===== src/rtl/bpf_pkg.sv =====
// Shared types, widths and rule constants of the box plausibility filter.
// No dependencies; used by every module of the block.
package bpf_pkg;

    localparam int COORD_W = 16;
    localparam int DIFF_W  = 17;
    localparam int SQ_W    = 33;
    localparam int SIDE_W  = 17;
    localparam int HGT_W   = 18;
    localparam int HP_W    = 24;
    localparam int CNT_W   = 16;
    localparam int AREA_W  = 34;
    localparam int VOL_W   = 58;

    localparam logic [15:0] MIN_POINTS    = 16'd30;
    localparam logic [16:0] LENGTH_MIN    = 17'd51;
    localparam logic [16:0] LONG_SIDE_MIN = 17'd768;
    localparam logic [23:0] RATIO_MIN     = 24'd1;
    localparam logic [23:0] RATIO_MAX     = 24'd8;

    typedef enum logic [2:0] {
        REG_SENSOR_HEIGHT = 3'd0,
        REG_HEIGHT_MIN    = 3'd1,
        REG_HEIGHT_MAX    = 3'd2,
        REG_WIDTH_MIN     = 3'd3,
        REG_WIDTH_MAX     = 3'd4,
        REG_LENGTH_MAX    = 3'd5,
        REG_AREA_MAX      = 3'd6,
        REG_DENSITY       = 3'd7
    } t_reg_idx;

    typedef struct packed {
        logic [14:0] sensor_height;
        logic [15:0] height_min;
        logic [15:0] height_max;
        logic [15:0] width_min;
        logic [15:0] width_max;
        logic [16:0] length_max;
        logic [21:0] area_max;
        logic [7:0]  points_per_cubic_m;
    } t_cfg;

    // Per-item values that ride alongside the square roots.
    typedef struct packed {
        logic signed [HGT_W-1:0] height;
        logic [HP_W-1:0]         hp;
        logic [CNT_W-1:0]        count;
    } t_side;

endpackage


===== src/rtl/bpf_regs.sv =====
// APB-style configuration register file of the box plausibility filter.
// Depends on bpf_pkg for the register index codes and the t_cfg struct.
module bpf_regs (
    input  logic              i_clk,
    input  logic              i_rst_n,
    input  logic              psel,
    input  logic              penable,
    input  logic              pwrite,
    input  logic [4:0]        paddr,
    input  logic [31:0]       pwdata,
    output logic [31:0]       prdata,
    output logic              pready,
    output bpf_pkg::t_cfg     o_cfg
);

    bpf_pkg::t_cfg r_cfg;
    bpf_pkg::t_reg_idx idx;

    assign idx    = bpf_pkg::t_reg_idx'(paddr[4:2]);
    assign pready = 1'b1;
    assign o_cfg  = r_cfg;

    always_ff @(posedge i_clk) begin
        if (!i_rst_n) begin
            r_cfg.sensor_height      <= 15'd512;
            r_cfg.height_min         <= 16'd205;
            r_cfg.height_max         <= 16'd666;
            r_cfg.width_min          <= 16'd51;
            r_cfg.width_max          <= 16'd896;
            r_cfg.length_max         <= 17'd3584;
            r_cfg.area_max           <= 22'd5120;
            r_cfg.points_per_cubic_m <= 8'd8;
        end else if (psel && penable && pwrite) begin
            unique case (idx)
                bpf_pkg::REG_SENSOR_HEIGHT: r_cfg.sensor_height      <= pwdata[14:0];
                bpf_pkg::REG_HEIGHT_MIN:    r_cfg.height_min         <= pwdata[15:0];
                bpf_pkg::REG_HEIGHT_MAX:    r_cfg.height_max         <= pwdata[15:0];
                bpf_pkg::REG_WIDTH_MIN:     r_cfg.width_min          <= pwdata[15:0];
                bpf_pkg::REG_WIDTH_MAX:     r_cfg.width_max          <= pwdata[15:0];
                bpf_pkg::REG_LENGTH_MAX:    r_cfg.length_max         <= pwdata[16:0];
                bpf_pkg::REG_AREA_MAX:      r_cfg.area_max           <= pwdata[21:0];
                bpf_pkg::REG_DENSITY:       r_cfg.points_per_cubic_m <= pwdata[7:0];
                default: ;
            endcase
        end
    end

    always_comb begin
        unique case (idx)
            bpf_pkg::REG_SENSOR_HEIGHT: prdata = {17'd0, r_cfg.sensor_height};
            bpf_pkg::REG_HEIGHT_MIN:    prdata = {16'd0, r_cfg.height_min};
            bpf_pkg::REG_HEIGHT_MAX:    prdata = {16'd0, r_cfg.height_max};
            bpf_pkg::REG_WIDTH_MIN:     prdata = {16'd0, r_cfg.width_min};
            bpf_pkg::REG_WIDTH_MAX:     prdata = {16'd0, r_cfg.width_max};
            bpf_pkg::REG_LENGTH_MAX:    prdata = {15'd0, r_cfg.length_max};
            bpf_pkg::REG_AREA_MAX:      prdata = {10'd0, r_cfg.area_max};
            bpf_pkg::REG_DENSITY:       prdata = {24'd0, r_cfg.points_per_cubic_m};
            default:                    prdata = 32'd0;
        endcase
    end

endmodule


===== config.mk =====
export PLATFORM = sky130hd
export DESIGN_NAME = bpf_regs
export DESIGN_NICKNAME = d
export VERILOG_FILES = /design/src/rtl/bpf_pkg.sv /design/src/rtl/bpf_regs.sv
export SDC_FILE = /design/constraint.sdc
export NUM_CORES = 1
export LEC_CHECK = 0
export BUFFER_PORTS_ARGS = -buffer_cell sky130_fd_sc_hd__buf_2
export CORE_MARGIN = 2
export CORE_UTILIZATION = 47
export DETAILED_ROUTE_END_ITERATION = 16
export PLACE_DENSITY = 0.76
export SLEW_MARGIN = 10
export SYNTH_ARGS = -nofsm -noshare
export SYNTH_HDL_FRONTEND = slang
export SYNTH_SLANG_ARGS = --single-unit

===== constraint.sdc =====
create_clock -name i_clk -period 2.2 [get_ports i_clk]
set_clock_uncertainty 0.2 [all_clocks]
set_input_delay 0.44 -clock i_clk [delete_from_list [all_inputs] [get_ports i_clk]]
set_output_delay 0.44 -clock i_clk [all_outputs]
set_load 0.1 [all_outputs]

==> run_results.csv <==
group,metric,value,unit
die,die_w,116,um
timing,finalSetupViolations,16,
global_routing,antenna_found_initial,0,
yosys,ys_types,46,
critical_path,path_max_fanout,2,
power,clockPowerShare,0.457,
critical_path,start_kind,"register",
cells_and_area,fin_cells,1122,
timing,timing.slew.headroom,0.651,
global_routing,grt_overflow_total,0,
global_routing,grt_first_pass_wirelength,32400,um
cts,clk_latency,420,ps
cells_and_area,nets,982,
yosys,synth_seq_area_share,0.428,
routing,ant_nets,0,
cells_and_area,area_growth_syn_to_layout,56.1,%
power,p_per_area,690,nW/um2
routing,drc,0,
global_routing,grt_pass1_vias,5885,
critical_path,required,1560,ps
power,intPower,4.56,mW
critical_path,slowest_delay,340,ps
timing,worstMarginPinSlew,528,ps
yosys,async_flop_share,0,
power,ir_worst_vdd,372,uV
global_routing,track_usage,0.317,
routing,via_count,6348,
yosys,synth-simple-area-share,0.233,
yosys,synth_compound_area_frac,0.215,
cells_and_area,final_common_cell,"nand2_1",
timing,fin_setup_tns,-1720,ps
hold_path,whs_endpoint,"o_cfg[25]",
hold_path,holdPathStages,3,
yosys,synth-seq-cells,126,
critical_path,reg2reg_depth,3,
timing,rsz0062_at_grt,"true",
timing,hold_viol_final,0,
timing,clock.fmax,0.409,GHz
timing,fin_crit_sh,1.11,
yosys,synth_mux_area_frac,0.0493,
critical_path,rrSetupSlack,1160,ps
placed_design,dp.cells,1072,
cells_and_area,design_area,9200,um2
power,switching_share,0.282,
global_routing,grt_max_degree,127,
critical_path,path_cells,"mux2_4 > a221oi_4 > a21oi_2 > o22a_4 > buf_12",
hold_path,hp-start,"pwdata[17]",
cts,clock-sinks,126,
timing,min_period,2440,ps
die,dieArea,13400,um2
critical_path,r2r-start,"o_cfg[2]",
routing,wl_per_cell,20.2,um
power,netSwitchingPower,1.79,mW
critical_path,timing.rr.end,"o_cfg[2]",
timing,drv_slew,0,
routing,met3_length,2600,um
hold_path,hold_class,"input port to register",
run,cap_violations,0,
cts,root_buffer,"clkbuf_16",
placed_design,dp_slack,-382,ps
die,die_h,116,um
critical_path,cp-end-kind,"output port",
timing,timing.hold.ws,55.0,ps
critical_path,cp.arrival,1800,ps
cts,cts_buffers,17,
status,violations,"negative setup slack",
die,num_io_pins,201,
cts,htreeDepth,4,
routing,vias_per_cell,5.66,
power,p_leak,3.83,nW
placed_design,place_area,7830,um2
placed_design,port_buffers,177,
routing,wl,22700,um
routing,drtIter0Drc,775,
placed_design,gp_congestion,0.906,
cells_and_area,final_cell_mix,"nand2_1, buf_2, dfxtp_2, a21boi_0, buf_4",
power,combPwrFrac,0.177,
status,status,"complete, but fails checks",
die,start_util,0.486,
yosys,synth_area,5890,um2
placed_design,dp_hpwl,14100,um
cts,tritoncts,"built",
die,rows,40,
routing,top_layer,"met4",
routing,dr.pass1.iters,6,
yosys,synthFlopType,"dfxtp_1",
yosys,synth_area_per_cell,8.04,um2
cells_and_area,drive_above_1_share,0.518,
cells_and_area,largest_reg_flops,126,
yosys,synth_xor_area_frac,0,
timing,setup_ws,-244,ps
cts,clock_path_buffers,2,
critical_path,slowest_stage,"dfxtp_4",
yosys,synth_warnings,0,
critical_path,worstSetupPathType,"register to output port",
die,core_region_area,12100,um2
yosys,synth_fa_ha_area_frac,0,
routing,wl_met1,8910,um
yosys,syn_inst,733,
cts,clkTransAtPathRegs,60,ps
routing,wl_met2,10500,um
power,seqPwrFrac,0.366,
yosys,synth_top_family_by_area,"simple AND/OR/NAND/NOR gates",
yosys,synth_edf_count,0,
==> power groups by stage <==
stage | sequential, mW | clock (mW) | combinational [mW]
finish | 2.32 | 2.90 | 1.12
global route | 2.32 | 3.02 | 1.15
CTS | 2.32 | 2.90 | 1.05
detailed placement | 2.37 | 0 | 0.956
global placement | 2.37 | 0 | 0.950
floorplan | 2.50 | 0 | 0.583
==> final cells by class <==
class,count,area (um2)
antenna,1,2.50
clock buffer,27,534
clock inverter,5,75.1
fill,806,2920
inverter,12,46.3
multi-input combinational,532,3610
sequential,126,2680
tap,168,210
timing repair buffer,251,2040
==> repair_timing <==
item,in CTS,in global routing
pin swaps,15,21
setup endpoints to repair,21,21
hold buffers,0,0
endpoints found under the hold margin,0,0
gates resized for setup,55,54
cloned,5,0
buffers inserted,8,4
==> worst max path at each step <==
| stage | start | to | slack [ps] | cells past startpoint |
|---|---|---|---|---|
| 3_3_place_gp | paddr[3] | prdata[15] | -390 | 7 |
| 5_1_grt | o_cfg[11] | prdata[3] | -270 | 5 |
| 6_report | o_cfg[11] | prdata[3] | -240 | 5 |
| 2_1_floorplan | paddr[3] | prdata[4] | -150 | 6 |
| 3_5_place_dp | paddr[3] | prdata[15] | -380 | 7 |
| 4_1_cts | o_cfg[11] | prdata[3] | -220 | 5 |
==> logic make-up after synthesis <==
group / after synthesis
DFF: 126
buffers and inverters: 85
AOI/OAI and AO/OA: 167
muxes: 27
and+or+nand+nor: 326
other: 2
==> stage by stage <==
step / power, mW / util
2_1_floorplan: 3.09 / -
4_1_cts: 6.26 / 0.731
6_report: 6.35 / 0.759
3_3_place_gp: 3.32 / 0.646
5_1_grt: 6.50 / 0.759
3_5_place_dp: 3.32 / 0.646
==> worst max-delay path: cells and delay by family, from the launching register on <==
family	cells	cell delay [ps]
compound gates	3	580
buf+inv	1	160
flops	1	340
mux	1	290
==> per-layer routing <==
| layer | vias to the layer above | global-route usage |
|---|---|---|
| met5 | - | 0 |
| met4 | 0 | 0.119 |
| met3 | 71 | 0.0853 |
| met2 | 405 | 0.496 |
| met1 | 3008 | 0.421 |
| li1 | 2864 | - |
==> cell usage after synthesis, drive strengths merged, types with 3 or more instances <==
master | n | share of area
nand2 | 244 | 0.16
nor2 | 32 | 0.024
dfxtp | 126 | 0.43
a221oi | 17 | 0.025
a21boi | 102 | 0.13
or2 | 5 | 0.0053
o21ai | 10 | 0.0085
o211ai | 5 | 0.0064
a21oi | 11 | 0.0093
mux2i | 20 | 0.034
clkbuf | 25 | 0.016
inv | 11 | 0.0070
a221o | 4 | 0.0068
buf | 48 | 0.050
a22o | 3 | 0.0045
nand2b | 3 | 0.0045
o2bb2ai | 5 | 0.0074
nand3 | 21 | 0.018
nor2b | 7 | 0.0074
o221a | 5 | 0.0096
mux2 | 6 | 0.011
and2 | 5 | 0.0053
Note: power is estimated with default switching activity, not from simulation.
