<file path="src/rtl/bpf_pkg.sv">
// Shared types, widths and rule constants of the box plausibility filter.
// No dependencies; used by every module of the block.
package bpf_pkg;

    localparam int COORD_W = 16;
    localparam int DIFF_W  = 17;
    localparam int SQ_W    = 33;
    localparam int SIDE_W  = 17;
    localparam int HGT_W   = 18;
    localparam int HP_W    = 24;
    localparam int CNT_W   = 16;
    localparam int AREA_W  = 34;
    localparam int VOL_W   = 58;

    localparam logic [15:0] MIN_POINTS    = 16'd30;
    localparam logic [16:0] LENGTH_MIN    = 17'd51;
    localparam logic [16:0] LONG_SIDE_MIN = 17'd768;
    localparam logic [23:0] RATIO_MIN     = 24'd1;
    localparam logic [23:0] RATIO_MAX     = 24'd8;

    typedef enum logic [2:0] {
        REG_SENSOR_HEIGHT = 3'd0,
        REG_HEIGHT_MIN    = 3'd1,
        REG_HEIGHT_MAX    = 3'd2,
        REG_WIDTH_MIN     = 3'd3,
        REG_WIDTH_MAX     = 3'd4,
        REG_LENGTH_MAX    = 3'd5,
        REG_AREA_MAX      = 3'd6,
        REG_DENSITY       = 3'd7
    } t_reg_idx;

    typedef struct packed {
        logic [14:0] sensor_height;
        logic [15:0] height_min;
        logic [15:0] height_max;
        logic [15:0] width_min;
        logic [15:0] width_max;
        logic [16:0] length_max;
        logic [21:0] area_max;
        logic [7:0]  points_per_cubic_m;
    } t_cfg;

    // Per-item values that ride alongside the square roots.
    typedef struct packed {
        logic signed [HGT_W-1:0] height;
        logic [HP_W-1:0]         hp;
        logic [CNT_W-1:0]        count;
    } t_side;

endpackage

</file>
<file path="src/rtl/bpf_sqrt_pipe.sv">
// Two-lane pipelined integer square root, one result bit per register stage.
// Depends on bpf_pkg for widths and the t_side struct carried with each item.
module bpf_sqrt_pipe (
    input  logic                         i_clk,
    input  logic                         i_rst_n,
    input  logic                         i_en,
    input  logic                         i_vld,
    input  logic [bpf_pkg::SQ_W-1:0]     i_sq_a,
    input  logic [bpf_pkg::SQ_W-1:0]     i_sq_b,
    input  bpf_pkg::t_side               i_side,
    output logic                         o_vld,
    output logic [bpf_pkg::SIDE_W-1:0]   o_root_a,
    output logic [bpf_pkg::SIDE_W-1:0]   o_root_b,
    output bpf_pkg::t_side               o_side
);

    localparam int STAGES = bpf_pkg::SIDE_W;
    localparam int RES_W  = bpf_pkg::SQ_W + 1;

    logic [bpf_pkg::SQ_W-1:0] rem_a [0:STAGES];
    logic [bpf_pkg::SQ_W-1:0] rem_b [0:STAGES];
    logic [RES_W-1:0]         res_a [0:STAGES];
    logic [RES_W-1:0]         res_b [0:STAGES];
    bpf_pkg::t_side           side  [0:STAGES];
    logic                     vld   [0:STAGES];

    assign rem_a[0] = i_sq_a;
    assign rem_b[0] = i_sq_b;
    assign res_a[0] = '0;
    assign res_b[0] = '0;
    assign side[0]  = i_side;
    assign vld[0]   = i_vld;

    for (genvar k = 0; k < STAGES; k++) begin : g_stage
        localparam int BIT_POS = 2 * (STAGES - 1 - k);
        localparam logic [RES_W-1:0] BIT = RES_W'(1) << BIT_POS;

        logic [RES_W-1:0]         trial_a, trial_b;
        logic [bpf_pkg::SQ_W-1:0] n_rem_a, n_rem_b;
        logic [RES_W-1:0]         n_res_a, n_res_b;
        logic [bpf_pkg::SQ_W-1:0] r_rem_a, r_rem_b;
        logic [RES_W-1:0]         r_res_a, r_res_b;
        bpf_pkg::t_side           r_side;
        logic                     r_vld;

        always_comb begin
            trial_a = res_a[k] + BIT;
            trial_b = res_b[k] + BIT;
            if ({1'b0, rem_a[k]} >= trial_a) begin
                n_rem_a = rem_a[k] - trial_a[bpf_pkg::SQ_W-1:0];
                n_res_a = (res_a[k] >> 1) + BIT;
            end else begin
                n_rem_a = rem_a[k];
                n_res_a = res_a[k] >> 1;
            end
            if ({1'b0, rem_b[k]} >= trial_b) begin
                n_rem_b = rem_b[k] - trial_b[bpf_pkg::SQ_W-1:0];
                n_res_b = (res_b[k] >> 1) + BIT;
            end else begin
                n_rem_b = rem_b[k];
                n_res_b = res_b[k] >> 1;
            end
        end

        always_ff @(posedge i_clk) begin
            if (!i_rst_n) begin
                r_vld <= 1'b0;
            end else if (i_en) begin
                r_vld <= vld[k];
            end
            if (i_en) begin
                r_rem_a <= n_rem_a;
                r_rem_b <= n_rem_b;
                r_res_a <= n_res_a;
                r_res_b <= n_res_b;
                r_side  <= side[k];
            end
        end

        assign rem_a[k+1] = r_rem_a;
        assign rem_b[k+1] = r_rem_b;
        assign res_a[k+1] = r_res_a;
        assign res_b[k+1] = r_res_b;
        assign side[k+1]  = r_side;
        assign vld[k+1]   = r_vld;
    end

    assign o_vld    = vld[STAGES];
    assign o_root_a = res_a[STAGES][bpf_pkg::SIDE_W-1:0];
    assign o_root_b = res_b[STAGES][bpf_pkg::SIDE_W-1:0];
    assign o_side   = side[STAGES];

endmodule

</file>
<file path="config.mk">
export PLATFORM = sky130hd
export DESIGN_NAME = bpf_sqrt_pipe
export DESIGN_NICKNAME = d
export VERILOG_FILES = /design/src/rtl/bpf_pkg.sv /design/src/rtl/bpf_sqrt_pipe.sv
export SDC_FILE = /design/constraint.sdc
export NUM_CORES = 2
export LEC_CHECK = 0
export BUFFER_PORTS_ARGS = -buffer_cell sky130_fd_sc_hd__buf_2
export CORE_MARGIN = 4
export CORE_UTILIZATION = 38
export CTS_BUF_LIST = sky130_fd_sc_hd__clkbuf_16
export DETAILED_ROUTE_END_ITERATION = 12
export GPL_ROUTABILITY_DRIVEN = 0
export PLACE_DENSITY_LB_ADDON = 0.05
export SETUP_SLACK_MARGIN = 0.3
export SLEW_MARGIN = 20
export SYNTH_ARGS = -nofsm -noshare
export SYNTH_HDL_FRONTEND = slang
export SYNTH_SLANG_ARGS = --single-unit
</file>
<file path="constraint.sdc">
create_clock -name i_clk -period 5.3 [get_ports i_clk]
set_input_delay 0.795 -clock i_clk [delete_from_list [all_inputs] [get_ports i_clk]]
set_output_delay 0.795 -clock i_clk [all_outputs]
set_load 0.01 [all_outputs]
</file>
==> results.md <==
* Clock slew at reported path FFs at about 60 ps
* IO Pins at roughly 220
* Initial Utilization at between 30% and 40%
* CTS resizes at 0
* Peak fanout along the critical path at 30
* First-pass GRT wire length at ~260 mm
* Critical path's top delay family: simple AND/OR/NAND/NOR gates
* Crit path time final at approximately 3800 ps
* Max frequency at about 260 MHz
* WL met2 at roughly 75 mm
* Crit path max-delay cell type: a21boi_2
* Hold Slack at approximately 100 ps
* Post-synth cell types at 80
* Worst Hold Class: in -> reg
* Crit start category: flop
* Max-slew violation count at 0
* Root Buffer Master: clkbuf_16
* Remaining Overflow, GRT at 0
* Pre-CTS setup slack at about 1600 ps
* Layout cell share with drive strength beyond 1 at between 10% and 20%
* CTS H-tree lvls at 5
* Drt total wl at approximately 160 mm
* Fillers at between 20,000 and 25,000
* CTS max path bufs at 4
* Vias in the first global route at 48,980
* Most common cell after layout, fill and taps aside: edfxtp_1
* DR WL met3 at 5.82 mm
* Setup violations, final at 0
* Mapped Area at around 94,000 sq um
* Post-Syn Area per Cell at 15.8 sq um
* Critical Path, Cell by Cell: ha_1 > nor2_1 > nand3_1 > or3_1 > a2111oi_0 > a21boi_2 > inv_2 > nand2_1 > nor4_1 > xor2_1
* Area Overhead vs Synth at 16.2%
* Vias at between 40,000 and 50,000
* Worst slew pin tran at 1000 ps
* DRC at 0
* Routed Antenna Nets at 0
* Power Dens Cells at roughly 430 nW/um^2
* Max VDD drop at 0.000292 V
* Highest routed layer: met4
* Port Buffer Count at 220
* Drt initial violations at ~2,700
* Period Utilization, post-route at just over 70%
* Synth warn at 0
* CP Class: reg -> reg
* RSZ-0062 raised after global routing: false
* Clock skew at 63.7 ps
* Highest cell delay on the worst timing path at 630 ps
* # nets final at 6,996
* Critical Path RT at between 5000 and 6000 ps
* Gr usage total at about 12%
* Avg WL per Cell at 15.8 um
* Clock sink total at around 2,400
* Post-Layout Cell Count at between 10,000 and 15,000
* Setup tns final at 0 ps
* Multi-input logic area at roughly 21,000 sq um
* Leakage Power at approximately 40 nW
* M1 wire length at 71.3 mm
* DP Wirelength at ~110 mm
* Most frequent cells in the layout: 2,348 x edfxtp_1, 455 x inv_1, 332 x ha_1, 313 x nand2_1, 291 x clkbuf_16
* CTS tree: yes
* Core area at ~250,000 sq um
* Chip Height at just over 500 um
* Fin. Hold Viols at 0
* Row count at 182
* Max_slew headroom at between 30% and 40%
* Register bit total from synthesis at 2,365
* Die area at around 260,000 sq um
* Initial antenna violation count at 1
* Chip Width at 505 um
* Register area at roughly 71,000 sq um
* Clock Latency Late Sink at ~900 ps
* R2R setup slack at approximately 1500 ps
* Largest net degree at the start of global routing at about 190
* Placed cells at between 9,000 and 10,000
* Outcome: complete, no violations
* 1st-pass router iterations at 5
* Setup ws final at ~1500 ps
* Asr flop ratio synth at 0%
* Cells after Synth at roughly 6,000
* Num CTS Buffers at between 200 and 300
* Max-Cap Viols at 0
* Sum of buffers and inverters on the critical path at 1
* Seq/Total Area, Yosys at about three quarters
* Detail-routed via count per cell at roughly 4.7
* WP data arrival at roughly 4400 ps
* Endpoint class of the critical path: flop
* Ys flop type: edfxtp_1
* Post-synth EDFFs at roughly 2,300
* Power, Total at around 47 mW
[synthesized netlist by cell type (8+ instances only)]
| cell | instances | area share (%) |
|---|---|---|
| dfxtp_1 | 17 | 0.36 |
| o21bai_1 | 16 | 0.13 |
| a211oi_1 | 33 | 0.26 |
| or4b_2 | 8 | 0.085 |
| and4b_1 | 8 | 0.085 |
| xor2_1 | 196 | 1.8 |
| nor4b_1 | 30 | 0.28 |
| nand3b_1 | 23 | 0.18 |
| nand4b_1 | 14 | 0.13 |
| inv_1 | 411 | 1.6 |
| nor2_1 | 285 | 1.1 |
| or2_2 | 15 | 0.10 |
| buf_2 | 12 | 0.064 |
| and3_1 | 22 | 0.15 |
| ha_1 | 332 | 4.4 |
| or4_1 | 25 | 0.20 |
| a31oi_1 | 19 | 0.13 |
| mux2_2 | 33 | 0.40 |
| mux2i_1 | 31 | 0.33 |
| nor3_1 | 153 | 0.81 |
| and2_1 | 9 | 0.060 |
| o41ai_1 | 8 | 0.075 |
| xnor2_1 | 202 | 1.9 |
| a21oi_1 | 256 | 1.4 |
| o211ai_1 | 18 | 0.14 |
| a2111oi_0 | 13 | 0.12 |
| nor2b_1 | 73 | 0.49 |
| or3_1 | 48 | 0.32 |
| nand3_1 | 76 | 0.40 |
| o21ai_0 | 239 | 1.3 |
| clkbuf_1 | 56 | 0.22 |
| nor3b_1 | 14 | 0.11 |
| o21a_1 | 78 | 0.62 |
| nor4_1 | 148 | 0.98 |
| and4_1 | 8 | 0.075 |
| nand2_1 | 313 | 1.2 |
| a21o_1 | 80 | 0.64 |
| edfxtp_1 | 2348 | 75 |
| a21boi_0 | 13 | 0.10 |
| o31ai_1 | 43 | 0.34 |
| nand4_1 | 64 | 0.43 |
| nand2b_1 | 67 | 0.45 |
[worst paths after layout]
kind | from | end | cells after the start
setup / recovery | g_stage[14].r_rem_b[18] | g_stage[15].r_rem_b[31] | 10
hold / removal | i_sq_a[12] | g_stage[0].r_rem_a[12] | 1
setup reg to reg | g_stage[14].r_rem_b[18] | g_stage[15].r_rem_b[31] | 10
hold reg to reg | g_stage[12].r_side[40] | g_stage[13].r_side[40] | 0
[timing repair]
item / CTS / global route
buffers inserted: 0 / 0
hold endpoints to repair: 86 / 0
hold buffers: 86 / 0
[per-layer routing]
metal  global-route usage (%)  vias to the layer above
li1                         -                    23809
met1                     15.9                    22425
met2                     20.2                      849
met3                     2.35                      436
met4                     5.44                        0
met5                        0                        -
[state kept, by name, summed over array words and instances, names as in the netlist]
signal,count
g_stage.r_res_a,153
g_stage.r_res_b,153
g_stage.r_rem_a,528
g_stage.r_rem_b,528
g_stage.r_vld,16
o_vld,1
g_stage.r_side,928
o_side,58
[cell families (layout without fill, tap and decap cells)]
logic type | Yosys count | in the layout | share of synthesized area, %
flops | 2365 | 2365 | 75.3
simple gates | 1418 | 1418 | 7.89
compound gates | 891 | 891 | 5.91
buf+inv | 486 | 1257 | 1.96
xor+xnor | 398 | 398 | 3.71
fa+ha+maj | 334 | 334 | 4.46
mux | 65 | 65 | 0.737
other cells | 1 | 3 | 0.00399
[metrics by stage]
step                      utilization [%]  cell area, sq um
after global routing                 44.4            109000
after CTS                            44.4            109000
after global placement               40.5             99700
after detailed placement             40.5             99700
final                                44.4            109000
after floorplan                         -             94000
[power by group]
part | internal, mW | switching, mW | leakage (nW)
logic | 2.21 | 2.93 | 12.6
clock network | 10.8 | 7.18 | 4.44
registers | 22.9 | 1.05 | 22.8
[area by class of cell]
type	count	share of cell area, %
clock inverters	192	1.31
repair buffers	362	2.38
multi-input cells	3108	19.6
flip-flops and latches	2365	64.8
well taps	3312	3.79
inverters	412	1.42
diodes	1	0.00229
clock buffers	291	6.66
(Power assumes the default switching activity.)
